===== src/cfcb_pkg.sv =====
// ----------------------------------------------------------------------------
// cfcb_pkg
// Shared constants, queue entry type and CRC-16 byte update for the
// command frame builder.
// ----------------------------------------------------------------------------
package cfcb_pkg;

    localparam int MAX_CMD_BYTES = 16;
    localparam int BYTE_W        = 8;
    localparam int CRC_W         = 16;

    // Remaining-byte counter only has to hold MAX_CMD_BYTES-6 at most.
    localparam int LEN_W = $clog2(MAX_CMD_BYTES - 4);

    localparam logic [BYTE_W-1:0] LEN_MAX      = BYTE_W'(MAX_CMD_BYTES - 5);
    localparam logic [BYTE_W-1:0] MARKER_BYTE  = 8'hC0;
    localparam logic [BYTE_W-1:0] HDR_LEN_MASK = 8'h0F;
    localparam logic [CRC_W-1:0]  CRC_POLY     = 16'h8408;
    localparam logic [CRC_W-1:0]  CRC_INIT     = 16'hFFFF;
    localparam int                CRC_EN_BIT   = 6;

    // Request queue between front and back.
    localparam int Q_DEPTH = 2;
    localparam int Q_PTR_W = $clog2(Q_DEPTH);
    localparam int Q_CNT_W = $clog2(Q_DEPTH + 1);

    // Status codes on the packet channel.
    localparam logic ST_OK      = 1'b0;
    localparam logic ST_BAD_LEN = 1'b1;

    // Request kinds handed from the front to the back.
    localparam logic [1:0] K_ERR   = 2'd0;   // bad length, single error result
    localparam logic [1:0] K_FIRST = 2'd1;   // opens a packet: marker + header first
    localparam logic [1:0] K_DATA  = 2'd2;   // command byte inside an open packet

    typedef struct packed {
        logic [1:0]        kind;
        logic [BYTE_W-1:0] data;
        logic [BYTE_W-1:0] hdr;
        logic              is_final;
        logic              crc_on;
    } t_entry;

    typedef struct packed {
        logic busy;        // back is partway through a multi-byte request
        logic crc_at_init; // running CRC equals its initial value
    } t_back_stat;

    // Reflected CRC-16, one byte per call (eight narrow dependent steps).
    function automatic logic [CRC_W-1:0] crc_feed(input logic [CRC_W-1:0] crc,
                                                  input logic [BYTE_W-1:0] b);
        logic [CRC_W-1:0] c;
        c = crc ^ {{(CRC_W-BYTE_W){1'b0}}, b};
        for (int k = 0; k < BYTE_W; k++) begin
            if (c[0]) begin
                c = (c >> 1) ^ CRC_POLY;
            end else begin
                c = c >> 1;
            end
        end
        return c;
    endfunction

endpackage


===== src/cfcb_cmd_if.sv =====
// ----------------------------------------------------------------------------
// cfcb_cmd_if
// Command byte channel: valid/ready with byte, control and length.
// ----------------------------------------------------------------------------
interface cfcb_cmd_if;
    logic                       valid;
    logic                       ready;
    logic [cfcb_pkg::BYTE_W-1:0] cmd_byte;
    logic [cfcb_pkg::BYTE_W-1:0] ctrl;
    logic [cfcb_pkg::BYTE_W-1:0] cmd_length;

    modport source (output valid, output cmd_byte, output ctrl, output cmd_length,
                    input ready);
    modport sink   (input valid, input cmd_byte, input ctrl, input cmd_length,
                    output ready);
endinterface


===== src/cfcb_pkt_if.sv =====
// ----------------------------------------------------------------------------
// cfcb_pkt_if
// Packet byte channel: valid/ready with byte, last flag and status.
// ----------------------------------------------------------------------------
interface cfcb_pkt_if;
    logic                       valid;
    logic                       ready;
    logic [cfcb_pkg::BYTE_W-1:0] out_byte;
    logic                       last;
    logic                       status;

    modport source (output valid, output out_byte, output last, output status,
                    input ready);
    modport sink   (input valid, input out_byte, input last, input status,
                    output ready);
endinterface


===== src/cfcb_front.sv =====
// ----------------------------------------------------------------------------
// cfcb_front
// Accepts command bytes, checks length, tracks packet position and
// classifies each request for the back.
// ----------------------------------------------------------------------------
module cfcb_front (
    input  logic             i_clk,
    input  logic             i_rst_n,
    cfcb_cmd_if.sink         i_cmd,
    output logic             o_q_valid,
    input  logic             i_q_ready,
    output cfcb_pkg::t_entry o_q_entry
);
    import cfcb_pkg::*;

    logic             r_in_packet, n_in_packet;
    logic [LEN_W-1:0] r_left, n_left;
    logic             r_crc_on, n_crc_on;
    logic             len_bad;
    logic             accept;
    t_entry           entry;

    assign len_bad = (i_cmd.cmd_length == '0) || (i_cmd.cmd_length > LEN_MAX);
    assign accept  = i_cmd.valid && i_q_ready;

    always_comb begin
        n_in_packet    = r_in_packet;
        n_left         = r_left;
        n_crc_on       = r_crc_on;
        entry.data     = i_cmd.cmd_byte;
        entry.hdr      = i_cmd.ctrl | (i_cmd.cmd_length & HDR_LEN_MASK);
        entry.kind     = K_DATA;
        entry.is_final = 1'b0;
        entry.crc_on   = r_crc_on;
        if (!r_in_packet) begin
            if (len_bad) begin
                entry.kind = K_ERR;
            end else begin
                entry.kind     = K_FIRST;
                entry.crc_on   = i_cmd.ctrl[CRC_EN_BIT];
                entry.is_final = (i_cmd.cmd_length == 8'd1);
                n_crc_on       = i_cmd.ctrl[CRC_EN_BIT];
                n_left         = LEN_W'(i_cmd.cmd_length - 8'd1);
                n_in_packet    = (i_cmd.cmd_length != 8'd1);
            end
        end else begin
            entry.is_final = (r_left == LEN_W'(1));
            n_left         = r_left - LEN_W'(1);
            n_in_packet    = (r_left != LEN_W'(1));
        end
    end

    always_ff @(posedge i_clk) begin
        if (!i_rst_n) begin
            r_in_packet <= 1'b0;
            r_left      <= '0;
            r_crc_on    <= 1'b0;
        end else if (accept) begin
            r_in_packet <= n_in_packet;
            r_left      <= n_left;
            r_crc_on    <= n_crc_on;
        end
    end

    assign i_cmd.ready = i_q_ready;
    assign o_q_valid   = i_cmd.valid;
    assign o_q_entry   = entry;

endmodule


===== src/cfcb_queue.sv =====
// ----------------------------------------------------------------------------
// cfcb_queue
// Two-entry request queue between front and back.
// ----------------------------------------------------------------------------
module cfcb_queue (
    input  logic             i_clk,
    input  logic             i_rst_n,
    input  logic             i_push_valid,
    output logic             o_push_ready,
    input  cfcb_pkg::t_entry i_push_entry,
    output logic             o_pop_valid,
    input  logic             i_pop,
    output cfcb_pkg::t_entry o_pop_entry
);
    import cfcb_pkg::*;

    t_entry             r_mem [Q_DEPTH];
    logic [Q_PTR_W-1:0] r_wr_ptr, r_rd_ptr;
    logic [Q_CNT_W-1:0] r_count;
    logic               push, pop;

    assign o_push_ready = (r_count != Q_CNT_W'(Q_DEPTH));
    assign o_pop_valid  = (r_count != '0);
    assign push         = i_push_valid && o_push_ready;
    assign pop          = i_pop && o_pop_valid;
    assign o_pop_entry  = r_mem[r_rd_ptr];

    always_ff @(posedge i_clk) begin
        if (push) begin
            r_mem[r_wr_ptr] <= i_push_entry;
        end
    end

    always_ff @(posedge i_clk) begin
        if (!i_rst_n) begin
            r_wr_ptr <= '0;
            r_rd_ptr <= '0;
            r_count  <= '0;
        end else begin
            if (push) begin
                r_wr_ptr <= (r_wr_ptr == Q_PTR_W'(Q_DEPTH - 1)) ? '0
                                                                : r_wr_ptr + Q_PTR_W'(1);
            end
            if (pop) begin
                r_rd_ptr <= (r_rd_ptr == Q_PTR_W'(Q_DEPTH - 1)) ? '0
                                                                : r_rd_ptr + Q_PTR_W'(1);
            end
            r_count <= r_count + Q_CNT_W'(push) - Q_CNT_W'(pop);
        end
    end

endmodule


===== src/cfcb_back.sv =====
// ----------------------------------------------------------------------------
// cfcb_back
// Expands queued requests into packet bytes, runs the CRC and drives the
// registered output channel.
// ----------------------------------------------------------------------------
module cfcb_back (
    input  logic               i_clk,
    input  logic               i_rst_n,
    input  logic               i_q_valid,
    input  cfcb_pkg::t_entry   i_q_entry,
    output logic               o_q_pop,
    cfcb_pkt_if.source         o_pkt,
    output cfcb_pkg::t_back_stat o_stat
);
    import cfcb_pkg::*;

    localparam logic [2:0] P_ERR  = 3'd0;
    localparam logic [2:0] P_MARK = 3'd1;
    localparam logic [2:0] P_HDR  = 3'd2;
    localparam logic [2:0] P_DATA = 3'd3;
    localparam logic [2:0] P_CRCL = 3'd4;
    localparam logic [2:0] P_CRCH = 3'd5;

    logic [2:0]        r_phase, n_phase;
    logic              r_busy, n_busy;
    logic [CRC_W-1:0]  r_crc, n_crc;
    logic              r_out_valid;
    logic [BYTE_W-1:0] r_out_byte, n_out_byte;
    logic              r_out_last, n_out_last;
    logic              r_out_status, n_out_status;
    logic [2:0]        cur_phase;
    logic              fire, pop;

    // Output register can take a byte when empty or being drained.
    assign fire = i_q_valid && (!r_out_valid || o_pkt.ready);

    always_comb begin
        if (r_busy) begin
            cur_phase = r_phase;
        end else if (i_q_entry.kind == K_FIRST) begin
            cur_phase = P_MARK;
        end else if (i_q_entry.kind == K_DATA) begin
            cur_phase = P_DATA;
        end else begin
            cur_phase = P_ERR;
        end
    end

    always_comb begin
        n_phase      = r_phase;
        n_busy       = r_busy;
        n_crc        = r_crc;
        n_out_byte   = '0;
        n_out_last   = 1'b0;
        n_out_status = ST_OK;
        pop          = 1'b0;
        unique case (cur_phase)
            P_ERR: begin
                n_out_last   = 1'b1;
                n_out_status = ST_BAD_LEN;
                n_busy       = 1'b0;
                pop          = 1'b1;
            end
            P_MARK: begin
                n_out_byte = MARKER_BYTE;
                n_crc      = crc_feed(r_crc, MARKER_BYTE);
                n_phase    = P_HDR;
                n_busy     = 1'b1;
            end
            P_HDR: begin
                n_out_byte = i_q_entry.hdr;
                n_crc      = crc_feed(r_crc, i_q_entry.hdr);
                n_phase    = P_DATA;
                n_busy     = 1'b1;
            end
            P_DATA: begin
                n_out_byte = i_q_entry.data;
                n_crc      = crc_feed(r_crc, i_q_entry.data);
                n_out_last = i_q_entry.is_final && !i_q_entry.crc_on;
                if (i_q_entry.is_final && i_q_entry.crc_on) begin
                    n_phase = P_CRCL;
                    n_busy  = 1'b1;
                end else begin
                    n_busy = 1'b0;
                    pop    = 1'b1;
                    if (i_q_entry.is_final) begin
                        n_crc = CRC_INIT;
                    end
                end
            end
            P_CRCL: begin
                n_out_byte = r_crc[BYTE_W-1:0];
                n_phase    = P_CRCH;
                n_busy     = 1'b1;
            end
            P_CRCH: begin
                n_out_byte = r_crc[CRC_W-1:BYTE_W];
                n_out_last = 1'b1;
                n_crc      = CRC_INIT;
                n_busy     = 1'b0;
                pop        = 1'b1;
            end
            default: begin
                n_busy = 1'b0;
                pop    = 1'b1;
            end
        endcase
    end

    always_ff @(posedge i_clk) begin
        if (!i_rst_n) begin
            r_phase     <= P_ERR;
            r_busy      <= 1'b0;
            r_crc       <= CRC_INIT;
            r_out_valid <= 1'b0;
        end else begin
            if (fire) begin
                r_phase <= n_phase;
                r_busy  <= n_busy;
                r_crc   <= n_crc;
            end
            if (fire) begin
                r_out_valid <= 1'b1;
            end else if (o_pkt.ready) begin
                r_out_valid <= 1'b0;
            end
        end
    end

    always_ff @(posedge i_clk) begin
        if (fire) begin
            r_out_byte   <= n_out_byte;
            r_out_last   <= n_out_last;
            r_out_status <= n_out_status;
        end
    end

    assign o_q_pop          = fire && pop;
    assign o_pkt.valid      = r_out_valid;
    assign o_pkt.out_byte   = r_out_byte;
    assign o_pkt.last       = r_out_last;
    assign o_pkt.status     = r_out_status;
    assign o_stat.busy        = r_busy;
    assign o_stat.crc_at_init = (r_crc == CRC_INIT);

endmodule


===== src/command_frame_crc16_builder_top.sv =====
// ----------------------------------------------------------------------------
// command_frame_crc16_builder_top
// Serial command packet builder with CRC-16/MCRF4XX trailer.
// ----------------------------------------------------------------------------
// Usage:
//   i_cmd  : command bytes, one request per byte. ctrl and cmd_length are read
//            only on the first byte of a command (length 1..MAX_CMD_BYTES-5).
//   o_pkt  : packet bytes. A packet is 0xC0, header (ctrl | len[3:0]), the
//            command bytes, then CRC low/high when ctrl bit 6 is set. last
//            marks the final byte. A bad length gives one byte 0x00 with
//            last=1, status=1, and the command byte is dropped.
// Path: the request is written to the queue when it is accepted, and the
//   output register loads from the queue head when it can take a byte;
//   o_pkt is driven straight from that register.
// Throughput: one output byte per cycle while o_pkt.ready is high. Inside
//   a packet a command byte is taken every cycle while the queue has room;
//   the first byte becomes marker, header and data; a final byte with CRC
//   becomes data, CRC low, CRC high. The output channel's one-byte-per-cycle
//   register sets the sustained rate; two-entry queue absorbs short bursts.
// Reset: synchronous, active low; clears the queue, the output valid, packet
//   tracking, and returns the CRC to 0xFFFF.
// Stall: when o_pkt.ready is low the output byte holds; the queue keeps
//   taking requests until its two entries are full, then i_cmd.ready drops.
// ----------------------------------------------------------------------------
module command_frame_crc16_builder_top (
    input  logic       i_clk,
    input  logic       i_rst_n,
    cfcb_cmd_if.sink   i_cmd,
    cfcb_pkt_if.source o_pkt
);
    import cfcb_pkg::*;

    // front -> queue
    logic       fq_valid, fq_ready;
    t_entry     fq_entry;
    // queue -> back
    logic       qb_valid, qb_pop;
    t_entry     qb_entry;
    t_back_stat back_stat;

    // Classifies requests and tracks where we are in the packet.
    cfcb_front u_front (
        .i_clk     (i_clk),
        .i_rst_n   (i_rst_n),
        .i_cmd     (i_cmd),
        .o_q_valid (fq_valid),
        .i_q_ready (fq_ready),
        .o_q_entry (fq_entry)
    );

    // Decouples input acceptance from byte insertion at the output.
    cfcb_queue u_queue (
        .i_clk        (i_clk),
        .i_rst_n      (i_rst_n),
        .i_push_valid (fq_valid),
        .o_push_ready (fq_ready),
        .i_push_entry (fq_entry),
        .o_pop_valid  (qb_valid),
        .i_pop        (qb_pop),
        .o_pop_entry  (qb_entry)
    );

    // Emits marker/header/data/CRC and error bytes and owns the running CRC.
    cfcb_back u_back (
        .i_clk     (i_clk),
        .i_rst_n   (i_rst_n),
        .i_q_valid (qb_valid),
        .i_q_entry (qb_entry),
        .o_q_pop   (qb_pop),
        .o_pkt     (o_pkt),
        .o_stat    (back_stat)
    );

`ifndef SYNTH
    // Error results are always a lone zero byte closing the request.
    a_err_shape: assert property (@(posedge i_clk) disable iff (!i_rst_n)
        (o_pkt.valid && o_pkt.status) |-> (o_pkt.last && (o_pkt.out_byte == '0)))
        else $error("error result without last or with nonzero byte");

    // Nothing comes out right after reset.
    a_rst_quiet: assert property (@(posedge i_clk) disable iff (!i_rst_n)
        $rose(i_rst_n) |-> (!o_pkt.valid && !back_stat.busy))
        else $error("output active right after reset");

    // A packet about to open must start from a fresh CRC.
    a_crc_fresh: assert property (@(posedge i_clk) disable iff (!i_rst_n)
        (qb_valid && !back_stat.busy && (qb_entry.kind == K_FIRST))
            |-> back_stat.crc_at_init)
        else $error("CRC not reinitialized at packet start");
`endif

endmodule


===== src/flat_wrapper.sv =====
// flat-port wrapper written by rule: the top's interface ports become plain ports
module command_frame_crc16_builder_top_flat import cfcb_pkg::*;
  (i_clk, i_rst_n, i_cmd_valid, i_cmd_cmd_byte, i_cmd_ctrl, i_cmd_cmd_length, i_cmd_ready, o_pkt_valid, o_pkt_out_byte, o_pkt_last, o_pkt_status, o_pkt_ready);
  cfcb_cmd_if i_cmd_i ();
  cfcb_pkt_if o_pkt_i ();
  input  logic i_clk;
  input  logic i_rst_n;
  input wire logic [$bits(i_cmd_i.valid)-1:0] i_cmd_valid;
  input wire logic [$bits(i_cmd_i.cmd_byte)-1:0] i_cmd_cmd_byte;
  input wire logic [$bits(i_cmd_i.ctrl)-1:0] i_cmd_ctrl;
  input wire logic [$bits(i_cmd_i.cmd_length)-1:0] i_cmd_cmd_length;
  output wire logic [$bits(i_cmd_i.ready)-1:0] i_cmd_ready;
  output wire logic [$bits(o_pkt_i.valid)-1:0] o_pkt_valid;
  output wire logic [$bits(o_pkt_i.out_byte)-1:0] o_pkt_out_byte;
  output wire logic [$bits(o_pkt_i.last)-1:0] o_pkt_last;
  output wire logic [$bits(o_pkt_i.status)-1:0] o_pkt_status;
  input wire logic [$bits(o_pkt_i.ready)-1:0] o_pkt_ready;
  assign i_cmd_i.valid = i_cmd_valid;
  assign i_cmd_i.cmd_byte = i_cmd_cmd_byte;
  assign i_cmd_i.ctrl = i_cmd_ctrl;
  assign i_cmd_i.cmd_length = i_cmd_cmd_length;
  assign i_cmd_ready = i_cmd_i.ready;
  assign o_pkt_valid = o_pkt_i.valid;
  assign o_pkt_out_byte = o_pkt_i.out_byte;
  assign o_pkt_last = o_pkt_i.last;
  assign o_pkt_status = o_pkt_i.status;
  assign o_pkt_i.ready = o_pkt_ready;
  command_frame_crc16_builder_top u_core (.i_clk(i_clk), .i_rst_n(i_rst_n), .i_cmd(i_cmd_i), .o_pkt(o_pkt_i));
endmodule

===== config.mk =====
export PLATFORM = sky130hd
export DESIGN_NAME = command_frame_crc16_builder_top_flat
export DESIGN_NICKNAME = d
export VERILOG_FILES = /design/src/cfcb_pkg.sv /design/src/cfcb_cmd_if.sv /design/src/cfcb_pkt_if.sv /design/src/cfcb_front.sv /design/src/cfcb_queue.sv /design/src/cfcb_back.sv /design/src/command_frame_crc16_builder_top.sv /design/src/flat_wrapper.sv
export SDC_FILE = /design/constraint.sdc
export NUM_CORES = 1
export LEC_CHECK = 0
export ABC_CLOCK_PERIOD_IN_PS = 3400
export BUFFER_PORTS_ARGS = -buffer_cell sky130_fd_sc_hd__buf_2
export CELL_PAD_IN_SITES_DETAIL_PLACEMENT = 1
export CELL_PAD_IN_SITES_GLOBAL_PLACEMENT = 1
export CORE_UTILIZATION = 48
export DETAILED_ROUTE_END_ITERATION = 10
export GPL_TIMING_DRIVEN = 0
export PLACE_DENSITY = 0.92
export SYNTH_ARGS = -nofsm -noshare
export SYNTH_HDL_FRONTEND = slang
export SYNTH_HIERARCHICAL = 1
export SYNTH_SLANG_ARGS = --single-unit

===== constraint.sdc =====
create_clock -name i_clk -period 3.4 [get_ports i_clk]
set_input_delay 1.02 -clock i_clk [delete_from_list [all_inputs] [get_ports i_clk]]
set_output_delay 1.02 -clock i_clk [all_outputs]
set_load 0.02 [all_outputs]

======== Word-level counts from Yosys, hierarchy flattened ========
Memory sizes are Yosys's and may differ from the RTL's. A register that Yosys moved wholly into a read port is not among the register bits.
Cells that the tools add are included.
cells by class
  bitwise logic cells ..................... 30
  equal/unequal tests ..................... 14
  mux-type cells .......................... 77
  $add $sub $neg .......................... 6
  order comparisons ....................... 1
  reductions and logical operators ........ 22
operators with widths
  cell                                                           number
  2-to-1 mux 16 bit                                              47
  inverter 2 -> 3 bit                                            24
  one-hot mux 16 bit (4 select lines)                            1
  one-hot mux 8 bit (5 select lines)                             1
  XOR 16 x 8 -> 16 bit                                           2
  2-to-1 mux 1 bit                                               16
  one-hot mux 3 bit (4 select lines)                             1
  2-to-1 mux 3 bit                                               3
  == test 8 x 1 -> 1 bit, second input constant                  1
  greater-than comparator 8 x 4 -> 1 bit, second input constant  1
  logical NOT 8 bit                                              1
  2-to-1 mux 4 bit                                               2
  != test 8 x 1 -> 1 bit, second input constant                  1
  bitwise OR 8 x 4 -> 8 bit                                      1
  nonzero test 4 bit                                             2
  subtractor 4 x 1 -> 4 bit, second input constant               2
  == test 3 x 2 -> 1 bit, second input constant                  2
  == test 3 bit, second input constant                           2
  logical AND 1 bit                                              6
  2-to-1 mux 2 bit                                               3
  != test 2 bit, second input constant                           3
  one-hot mux 1 bit (2 select lines)                             3
  AND reduction 3 bit                                            2
  == test 4 x 1 -> 1 bit, second input constant                  1
  16 further kinds                                               22
word-level totals
  flip-flop bits (word level) ............. 41
  bits in writable memories ............... 40
  input bits .............................. 28
  memories ................................ 1
memory list
  memory                words  bits a word  read ports  clocked after Yosys merged registers in  write ports  line              text
  u_core.u_queue.r_mem  2      20           1           1                                        1            cfcb_queue.sv:17  t_entry r_mem [Q_DEPTH];

======== Longest topological paths before layout ========
  depth in word-level cells ............... 29
  gate-level depth with buffers ........... 14
  mapped depth without buffers ............ 13

======== Hierarchy ========
Netlist, hierarchy kept.
modules (own cells, without submodules)
  module      sequential area each (sq um)  cells each  area each (sq um)  instances
  cfcb_back   720.7                         274         2482.4             1
  cfcb_queue  1301.2                        91          1699.1             1
  cfcb_front  120.1                         80          653.1              1

======== Worst setup path after synthesis ========
OpenSTA, ideal clock, no wires.
  path type ............................... flip-flop to flip-flop
  from .................................... register with a tool-made name
  to ...................................... register u_core.u_queue.r_count[0]
  stages on the path, launching flop included .. 12
  data arrival time ....................... 2409 ps
  slack ................................... 877 ps
  cell sequence ........................... dfxtp_1 -> buf_2 -> mux2_2 -> ha_1 -> nor3b_2 -> o211ai_1 -> nand3_1 -> nor2_1 -> a211oi_1 -> nor2_1 -> ha_1 -> and2_1
RTL lines
  item                  line              text
  end signal, assigned  cfcb_queue.sv:48  r_count <= r_count + Q_CNT_W'(push) - Q_CNT_W'(pop);
  end, declared         cfcb_queue.sv:19  logic [Q_CNT_W-1:0] r_count;

==> impl_metrics.csv <==
group,metric,value,unit
clocking,cts_setup_buffers,0,
worst_setup_path,cp_num_buf_inv,2,
die,coreArea,9730,µm²
clocking,postCtsResizedCells,0,
die,fp.dieW,102,µm
route,drt_pre_antenna_iters,5,
clocking,cts_tree,"done",
route,remaining_design_rule_violation_count,0,
global_route,first_pass_grt_wire_length,20000,µm
route,avgRoutedWirePerCell,20.6,µm
synth,cell_count_after_synthesis,439,
timing,fin_skew,0.0123,ns
timing,rsz0062_at_grt,"no",
pwr,power_density,925,nW/µm²
worst_setup_path,worstSetupStartpointType,"register",
pwr,power_leakage,2.03,nW
job,cap_violations,0,
synth,post_synth_instance_area,4800,µm²
worst_setup_path,path_depth,9,
synth,syn_area_per_cell,10.9,µm²
clocking,cts.hold.buffers_added,0,
die,num_io_pins,40,
timing,fin_tns_setup,0,ns
worst_setup_path,cpMaxStageDelayCell,"sky130_fd_sc_hd__a311oi_2",
global_route,grt_max_degree,21,
finish,final_layout_size_suffix_gt1_share,25.5,%
global_route,grt_antenna_before_repair,0,
worst_setup_path,worst-r2r-cell-count,9,
global_route,grt_pass1_vias,3848,
placement,detailed_place.area,5100,µm²
worst_setup_path,crit_type,"register to register",
outcome,outcome,"complete, no violations",
synth,synth_warnings,6,
clocking,cts_made_buffers,9,
finish,num_antenna_cells,0,
clocking,cts.reportedPaths.clkPinSlew,0.09,ns
placement,finalWeightedCongestion,0.882,
timing,max_clock_freq,339,MHz
clocking,cts_num_sinks,82,
worst_hold_path,worstHoldPathType,"register to register",
worst_setup_path,critical_path.max_fanout,10,
finish,synthToLayoutAreaGrowth,11.1,%
clocking,maximum_buffer_depth_of_the_clock_tree,2,
die,die_area,10400,µm²
die,fp-row-count,36,
timing,max_slew_violation_total_from_the_final_report,0,
global_route,grt_use_total,25.8,%
timing,timing.slew.headroom,34.2,%
global_route,globalRoute.totalOverflow,0,
timing,timing.final.ws_setup,0.446,ns
placement,place.detailed.hpwl,9160,µm
synth,postSynthNetCount,474,
worst_setup_path,crit_arrival,3.20,ns
clocking,cts_root_buf,"sky130_fd_sc_hd__clkbuf_8",
die,die_height,102,µm
timing,hold_violations,0,
route,drt_wl_total,12700,µm
route,route.detailed.vias_per_inst,6.03,
finish,nets,513,
placement,post-place-ws,0.475,ns
finish,n_fill_cell,1075,
timing,timing.hold.ws,0.479,ns
route,antenna_violating_nets_post_route,0,
clocking,cts-htree-levels,3,
route,detailroute.via_count,3715,
worst_setup_path,largest_incremental_delay_on_the_critical_path,0.41,ns
worst_setup_path,cp.required,3.64,ns
timing,timing.final.setup_violations,0,
timing,period_minus_slack,2.95,ns
worst_setup_path,endpoint_kind,"register",
placement,number_of_port_buffers,28,
timing,worst_pin_slew,0.987,ns
worst_setup_path,timing.critical_path.cells,"buf_2 -> mux2_2 -> ha_1 -> nor3b_1 -> a21o_1 -> a311oi_2 -> buf_4 -> o21ai_1 -> o2bb2a_1",
timing,final_min_period_over_clock_period,86.9,%
clocking,clock_latency,0.36,ns
finish,post-route-cell-area,5330,µm²
die,initial_core_util,49.3,%
pwr,vdd.ir_drop.worst,351,µV
worst_setup_path,crit_family,"compound AO/OA/AOI/OAI gates",
route,first_iter_violations,244,
worst_hold_path,hold_crit_depth,2,
## worst register-to-register path, delay by kind of cell (launching register included)
kind,cells,cell delay [ns]
mux,1,0.38
compound gates,4,1.02
buf+inv,2,0.56
flops,1,0.34
fa+ha+maj,1,0.37
simple gates,1,0.18
## path summary, 6_finish.rpt
path	startpoint	end	slack [ns]
max reg2reg	register	u_core/u_back/r_crc[8]$_SDFFE_PN1P_	0.45
min reg2reg	u_core/u_front/r_crc_on$_SDFFE_PN0P_	u_core/u_front/r_crc_on$_SDFFE_PN0P_	0.48
min	u_core/u_front/r_crc_on$_SDFFE_PN0P_	u_core/u_front/r_crc_on$_SDFFE_PN0P_	0.48
max	register	u_core/u_back/r_crc[8]$_SDFFE_PN1P_	0.45
## flip-flops by register name, indices dropped and copies added, names as in the netlist, 2 cells and up, named ones only
name and flops:
u_core/u_back/o_pkt.out_byte 8, u_core/u_back/r_phase 3, u_core/u_queue/r_count 2, u_core/u_front/r_left 4, u_core/u_queue/r_mem 40, u_core/u_back/r_crc 16
## routing by layer
metal	up-vias	track usage (%)	wire, µm
li1	1693	-	-
met1	1862	32.7	5420
met2	137	44.5	6420
met3	23	4.10	636
met4	0	9.12	227
met5	-	0	0
## per-stage QoR
step,util [%],total power [mW],cells
after floorplan,-,3.43,439
after global routing,54.7,5.17,616
after detailed placement,52.4,4.05,600
after CTS,54.7,4.90,616
final,54.7,4.93,616
after global placement,52.4,3.88,600
## final cells by class
class,count,area (µm²),share of cell area (%)
multi-input cells,304,2350,44.0
repair buffers,28,140,2.63
well taps,133,166,3.12
flip-flops and latches,82,2140,40.2
clock buffers,9,124,2.33
inverters,11,41.3,0.775
plain buffers,42,267,5.00
clock inverters,7,100,1.88
## power breakdown
group	switching [mW]	internal, mW	total, mW
clock network	0.384	0.420	0.804
logic	1.56	1.05	2.61
registers	0.174	1.34	1.52
## layout by cell type, fill, tap and decap left out, types with 11 or more instances in the layout
cell type and count:
sky130_fd_sc_hd__nor2_1 18, sky130_fd_sc_hd__mux2_2 20, sky130_fd_sc_hd__nand2_1 40, sky130_fd_sc_hd__a21oi_1 11, sky130_fd_sc_hd__inv_1 11, sky130_fd_sc_hd__nand3_1 11
sky130_fd_sc_hd__xnor2_1 33, sky130_fd_sc_hd__buf_4 21, sky130_fd_sc_hd__xor2_1 14, sky130_fd_sc_hd__buf_2 40, sky130_fd_sc_hd__edfxtp_1 50, sky130_fd_sc_hd__dfxtp_1 32
No activity file was read; power rests on OpenSTA's default activity.
